--- src/design/bel_pkg.sv ---
// shared types, constants and helper functions for the breakpoint envelope lookup
package bel_pkg;

    localparam int DEF_MAX_SEGMENTS = 16;

    localparam int LEVEL_W = 32;
    localparam int TIME_W  = 32;
    localparam int KIND_W  = 3;
    localparam int AMT_W   = 16;
    localparam int IDX_W   = 5;
    localparam int CNT_W   = 9;   // holds segment counts up to 256
    localparam int SEG_W   = 8;
    localparam int SUM_W   = 40;  // running sum of up to 256 durations

    localparam int DIV_NUM_W = 66;
    localparam int DIV_DEN_W = 34;

    localparam logic OP_WRITE  = 1'b0;
    localparam logic OP_LOOKUP = 1'b1;

    localparam logic [KIND_W-1:0] KIND_STEP      = 3'd0;
    localparam logic [KIND_W-1:0] KIND_NUMERICAL = 3'd2;
    localparam logic [KIND_W-1:0] KIND_WELCH     = 3'd5;

    localparam logic [30:0] Q30_ONE    = 31'h4000_0000;
    localparam logic [23:0] LN2_Q24    = 24'd11629080;
    localparam logic [63:0] LN2_RECIP_64 = (64'd1 << 48) / 64'd11629080;
    localparam logic [24:0] LN2_RECIP  = LN2_RECIP_64[24:0];
    localparam logic [3:0]  EXP_TERMS  = 4'd10;

    typedef struct packed {
        logic                     act;
        logic                     hit;
        logic [TIME_W-1:0]        t;
        logic [SUM_W-1:0]         stage;
        logic [SUM_W-1:0]         last;
        logic [SEG_W-1:0]         seg;
        logic [LEVEL_W-1:0]       l0;
        logic [LEVEL_W-1:0]       l1;
        logic [KIND_W-1:0]        kind;
        logic [AMT_W-1:0]         amt;
    } t_tok;

    typedef enum logic [1:0] {
        T_IDLE,
        T_CHAIN,
        T_CURVE,
        T_HOLD
    } t_top_state;

    typedef enum logic [3:0] {
        C_IDLE,
        C_DECIDE,
        C_POS_WAIT,
        C_P_MUL,
        C_EXPA_WAIT,
        C_EXPB_GO,
        C_EXPB_WAIT,
        C_FRAC_GO,
        C_FRAC_WAIT,
        C_MUL_LO,
        C_MUL_HI,
        C_LIN_GO,
        C_LIN_WAIT,
        C_SHIFT,
        C_FINISH,
        C_DONE
    } t_curve_state;

    typedef enum logic [2:0] {
        E_IDLE,
        E_K,
        E_RED,
        E_MUL,
        E_REC,
        E_FIX,
        E_OUT
    } t_exp_state;

    // floor(2^32 / m) for the series terms
    function automatic logic [32:0] div_recip(input logic [3:0] m);
        logic [63:0] r;
        case (m)
            4'd1:    r = (64'd1 << 32) / 64'd1;
            4'd2:    r = (64'd1 << 32) / 64'd2;
            4'd3:    r = (64'd1 << 32) / 64'd3;
            4'd4:    r = (64'd1 << 32) / 64'd4;
            4'd5:    r = (64'd1 << 32) / 64'd5;
            4'd6:    r = (64'd1 << 32) / 64'd6;
            4'd7:    r = (64'd1 << 32) / 64'd7;
            4'd8:    r = (64'd1 << 32) / 64'd8;
            4'd9:    r = (64'd1 << 32) / 64'd9;
            4'd10:   r = (64'd1 << 32) / 64'd10;
            default: r = 64'd0;
        endcase
        return r[32:0];
    endfunction

endpackage

--- src/design/bel_cell.sv ---
// one segment cell: stores a breakpoint and advances the lookup token by one segment
module bel_cell import bel_pkg::*; #(
    parameter int IDX = 0
) (
    input  logic               i_clk,
    input  logic               i_rst_n,
    input  logic               i_wr_en,
    input  logic [LEVEL_W-1:0] i_wr_level,
    input  logic [TIME_W-1:0]  i_wr_dur,
    input  logic [KIND_W-1:0]  i_wr_kind,
    input  logic [AMT_W-1:0]   i_wr_amt,
    input  logic [CNT_W-1:0]   i_n,
    input  logic [LEVEL_W-1:0] i_level_next,
    input  t_tok               i_tok,
    output t_tok               o_tok,
    output logic [LEVEL_W-1:0] o_level
);

    logic [LEVEL_W-1:0] r_level;
    logic [TIME_W-1:0]  r_dur;
    logic [KIND_W-1:0]  r_kind;
    logic [AMT_W-1:0]   r_amt;
    t_tok               r_tok;
    t_tok               n_tok;
    logic               take;

    always_ff @(posedge i_clk) begin
        if (i_wr_en) begin
            r_level <= i_wr_level;
            r_dur   <= i_wr_dur;
            r_kind  <= i_wr_kind;
            r_amt   <= i_wr_amt;
        end
    end

    // walk on while the running sum is still short of the time
    assign take = i_tok.act && (i_tok.stage < SUM_W'(i_tok.t)) && (CNT_W'(IDX) < i_n);

    always_comb begin
        n_tok = i_tok;
        if (take) begin
            n_tok.hit   = 1'b1;
            n_tok.last  = i_tok.stage;
            n_tok.stage = i_tok.stage + SUM_W'(r_dur);
            n_tok.seg   = SEG_W'(IDX);
            n_tok.l0    = r_level;
            n_tok.l1    = i_level_next;
            n_tok.kind  = r_kind;
            n_tok.amt   = r_amt;
        end
    end

    always_ff @(posedge i_clk) begin
        if (!i_rst_n) begin
            r_tok.act <= 1'b0;
        end else begin
            r_tok <= n_tok;
        end
    end

    assign o_tok   = r_tok;
    assign o_level = r_level;

endmodule

--- config.mk ---
export PLATFORM = sky130hd
export DESIGN_NAME = bel_cell
export DESIGN_NICKNAME = d
export VERILOG_FILES = /design/src/design/bel_pkg.sv /design/src/design/bel_cell.sv
export SDC_FILE = /design/constraint.sdc
export NUM_CORES = 1
export LEC_CHECK = 0
export BUFFER_PORTS_ARGS = -buffer_cell sky130_fd_sc_hd__clkbuf_2
export CORE_AREA = 2 2 219 221
export DETAILED_ROUTE_END_ITERATION = 16
export DIE_AREA = 0 0 221 223
export PLACE_DENSITY = 0.56
export SETUP_SLACK_MARGIN = 0.15
export SLEW_MARGIN = 10
export SYNTH_ARGS = -nofsm -noshare
export SYNTH_HDL_FRONTEND = slang
export SYNTH_SLANG_ARGS = --single-unit
export TNS_END_PERCENT = 50
--- constraint.sdc ---
create_clock -name i_clk -period 2.6 [get_ports i_clk]
set_input_delay 0.13 -clock i_clk [delete_from_list [all_inputs] [get_ports i_clk]]
set_output_delay 0.13 -clock i_clk [all_outputs]
set_load 0.02 [all_outputs]
# Word level (Yosys, flattened, before mapping)
# Index checks and enable logic that the tools add are counted.
[op_classes]
n_addsub = 1
order_cmp = 2
mux = 1
n_reduce_logical = 2
[op_table]
columns = ["op", "count"]
rows = [
  ["171-bit two-way mux", 1],
  ["40-bit by 32-bit adder with 40-bit output", 1],
  ["40-bit by 32-bit < comparator with 1-bit output", 1],
  ["1-bit by 9-bit < comparator with 1-bit output (first input constant)", 1],
  ["1-bit logical AND", 2],
]
[word_totals]
ff_bits = 288
output_inout_bits = 237
elab_cells = 20

# Logic depth before layout (Yosys ltp)
[logic_depth]
depth_word = 4
mapped_depth = 12

# Worst setup path after synthesis
# No wires, ideal clock.
[synth_path]
kind = "register -> register"
startpoint = "register r_dur[0]"
endpoint = "register r_tok, in the netlist o_tok[157], data pin"
setup_time_ns = 0.264
arrival_time_ns = 2.420
required_ns = 2.336
slack_ns = -0.084
path_stages_with_launch = 12
path_buffers = 0
path_cell_list = "edfxtp_1 ha_1 inv_1 fa_1 nor2b_1 o31a_1 o311ai_2 o21ai_0 o221a_2 a311oi_1 xor2_1 o21ai_1"
[synth_rtl]
columns = ["element", "line", "rtl"]
rows = [
  ["start, declared", "bel_cell.sv:20", "logic [TIME_W-1:0] r_dur;"],
  ["start signal, assigned", "bel_cell.sv:30", "r_dur <= i_wr_dur;"],
  ["end signal, assigned", "bel_cell.sv:57", "r_tok <= n_tok;"],
  ["end, declared", "bel_cell.sv:23", "t_tok r_tok;"],
]

==> results_dict.tcl <==
set metrics [dict create \
    cts_tree "done" \
    synth_mux_area_frac 0.123 \
    p_per_area_nw_per_um2 594 \
    setup_ws_ps -165 \
    ys_seq_area_frac 0.642 \
    die_h_um 223 \
    clk_path_buf_depth 3 \
    worstHoldPathType "input pin to flip-flop" \
    grt_max_degree 76 \
    cts_buffers 36 \
    startpoint_type "flip-flop" \
    fp.coreArea_um2 47100 \
    drt_iter0_drc 592 \
    synth_compound_area_frac 0.0748 \
    wl_per_cell_um 19.0 \
    setup_violations 6 \
    vias 11300 \
    synth_area_um2 13500 \
    holdCritStartpoint "i_tok[147]" \
    ios 569 \
    finalCoreUtilization 0.477 \
    synth_edf_count 287 \
    synth.distinct_cells 54 \
    syn-instance-count 877 \
    via_per_inst 4.48 \
    cellLeakagePower_nw 10.3 \
    dp_hpwl_mm 34.6 \
    drt_pre_antenna_iters 5 \
    syn_to_final_growth_pct 67.0 \
    antenna_found_initial 1 \
    dieArea_um2 49300 \
    cap_violations 0 \
    rsz0062_at_grt "yes" \
    regArea_um2 8640 \
    n_fill_cell 4161 \
    drive_gt1_frac 0.486 \
    initial_utilization 0.285 \
    final_cell_mix "clkbuf_2 (565), dlygate4sd3_1 (298), edfxtp_1 (287)" \
    dpl_worst_slack_ps -364 \
    min_period_ps 2760 \
    cp_max_fo 4 \
    fmax_mhz 362 \
    cts.reportedPaths.clkPinSlew_ps 60 \
    synth_top_family_by_area "multiplexers" \
    peakVddDrop_v 0.000506 \
    synthSimpleGateAreaFrac 0.0542 \
    clk_latency_ps 540 \
    yosysWarnings 0 \
    io_buffer_count 568 \
    ant_nets 0 \
    cts.sinks 288 \
    rows 80 \
    ys_ff_latch 288 \
    layout_commonest_cell "clkbuf_2" \
    die_x_um 221 \
    arrival_ps 3040 \
    overflow 0 \
    wl_mm 47.7 \
    grt_pass1_wl_mm 70.4 \
    async_reset_ff_frac 0 \
    placed_cell_area_um2 17900 \
    hold_viol 0 \
    htree_levels 2 \
    synth_fa_ha_area_frac 0.0601 \
    slew_headroom 0.546 \
    finalPower_mw 13.3 \
    tightest_slew_ps 681 \
    critical_path_required_ps 2880 \
    outcome "finished with violations" \
    fin_nets 2271 \
    endpoint_kind "flip-flop" \
    synthXorXnorAreaFrac 0.0176 \
    multi_input_area_um2 4750 \
    cts_root_buf "clkbuf_16" \
    period_share 1.06 \
    final_area_um2 22500 \
    routabilityCongestion 0.824 \
    violations "negative setup slack" \
    crit_type "flip-flop to flip-flop" \
    synth_flop_cell "edfxtp_1" \
    track_usage 0.186 \
    slew_violations 0 \
    drcViolationCount 0 \
    fin_skew_ps 19.5 \
    syn_avg_cell_area_um2 15.3 \
    synthesis.nets 1273 \
    crit_start "r_dur[0]$_DFFE_PP_" \
    reg2reg_from "r_dur[0]$_DFFE_PP_" \
    grt_pass1_vias 12000 \
]
## flip-flops by register name, indices dropped and copies added (netlist names)
name     count
r_kind       3
r_dur       32
o_level     32
r_amt       16
o_tok      205
## report_power, final
group          internal, mW  switching (mW)  leakage (nW)
Combinational          1.31            1.40          6.93
Sequential             5.52           0.140          2.82
Clock                  2.99            1.98         0.556
## Yosys cell counts (11+ instances only)
master,n,area (um2)
edfxtp_1,287,8620
mux2_4,90,1350
ha_1,63,788
nand2_1,53,199
o21ai_0,46,230
inv_1,38,143
a21oi_1,36,180
a21o_1,26,195
mux2_2,26,293
clkbuf_1,24,90.1
and2_1,17,106
nor2_1,17,63.8
xnor2_1,17,149
nand3_1,11,55.1
## worst max-delay path: stages, from the launching register on
cell and delay [ps]:
edfxtp_1 380, ha_2 200, inv_2 50, fa_2 210, nor2b_2 50, o31a_1 350
o311ai_4 390, o21ai_2 140, o21ai_2 190, buf_6 140, a31oi_4 110, xnor2_2 200
o21ai_2 90
## final timing paths
| check | slack, ps | to | cells after the start |
|---|---|---|---|
| max reg2reg | -160 | o_tok[161]$_DFFE_PP_ | 12 |
| min | 30 | o_tok[107]$_DFFE_PP_ | 2 |
| max | -160 | o_tok[161]$_DFFE_PP_ | 12 |
| min reg2reg | 550 | o_tok[18]$_DFFE_PP_ | 1 |
## layout make-up
class,instances,share of cell area
clock buffer,42,0.0420
multi-input combinational,510,0.211
clock inverter,19,0.00874
sequential,288,0.384
timing repair buffer,1001,0.313
tap,615,0.0342
inverter,38,0.00635
antenna,1,0.000111
## routing by layer
metal  wire (um)  vias to the layer above  track usage  share of wire
met5           0                        -            0              0
met4        1620                        0       0.0699          0.034
met3        2800                       96       0.0446          0.059
met2       23700                      390        0.321           0.50
li1            -                     5348            -              -
met1       19600                     5424        0.227           0.41
## cell families after synthesis
| group | after synthesis |
|---|---|
| XOR/XNOR | 27 |
| buffers and inverters | 79 |
| flip-flops | 288 |
| AND/OR/NAND/NOR | 147 |
| adder cells (fa/ha/maj) | 64 |
| multiplexers | 117 |
| AO/OA/AOI/OAI | 155 |
## per-stage QoR
step / instances / TNS (ps) / hold WS [ps]
after floorplan: 877 / 0 / 229
after global placement: 2138 / -34460 / 307
after detailed placement: 2138 / -38050 / 309
after CTS: 2503 / -515 / 12.3
after global routing: 2513 / -1430 / 24.0
final: 2514 / -614 / 33.6
## repair_timing
item | CTS | global route
gates resized for setup | 33 | 48
hold endpoints to repair | 267 | 0
hold buffers | 299 | 0
endpoints found under the setup margin | 20 | 140
pin swaps | 25 | 34
buffers inserted | 5 | 9
cloned | 0 | 1
Note: power is estimated with default switching activity, not from simulation.
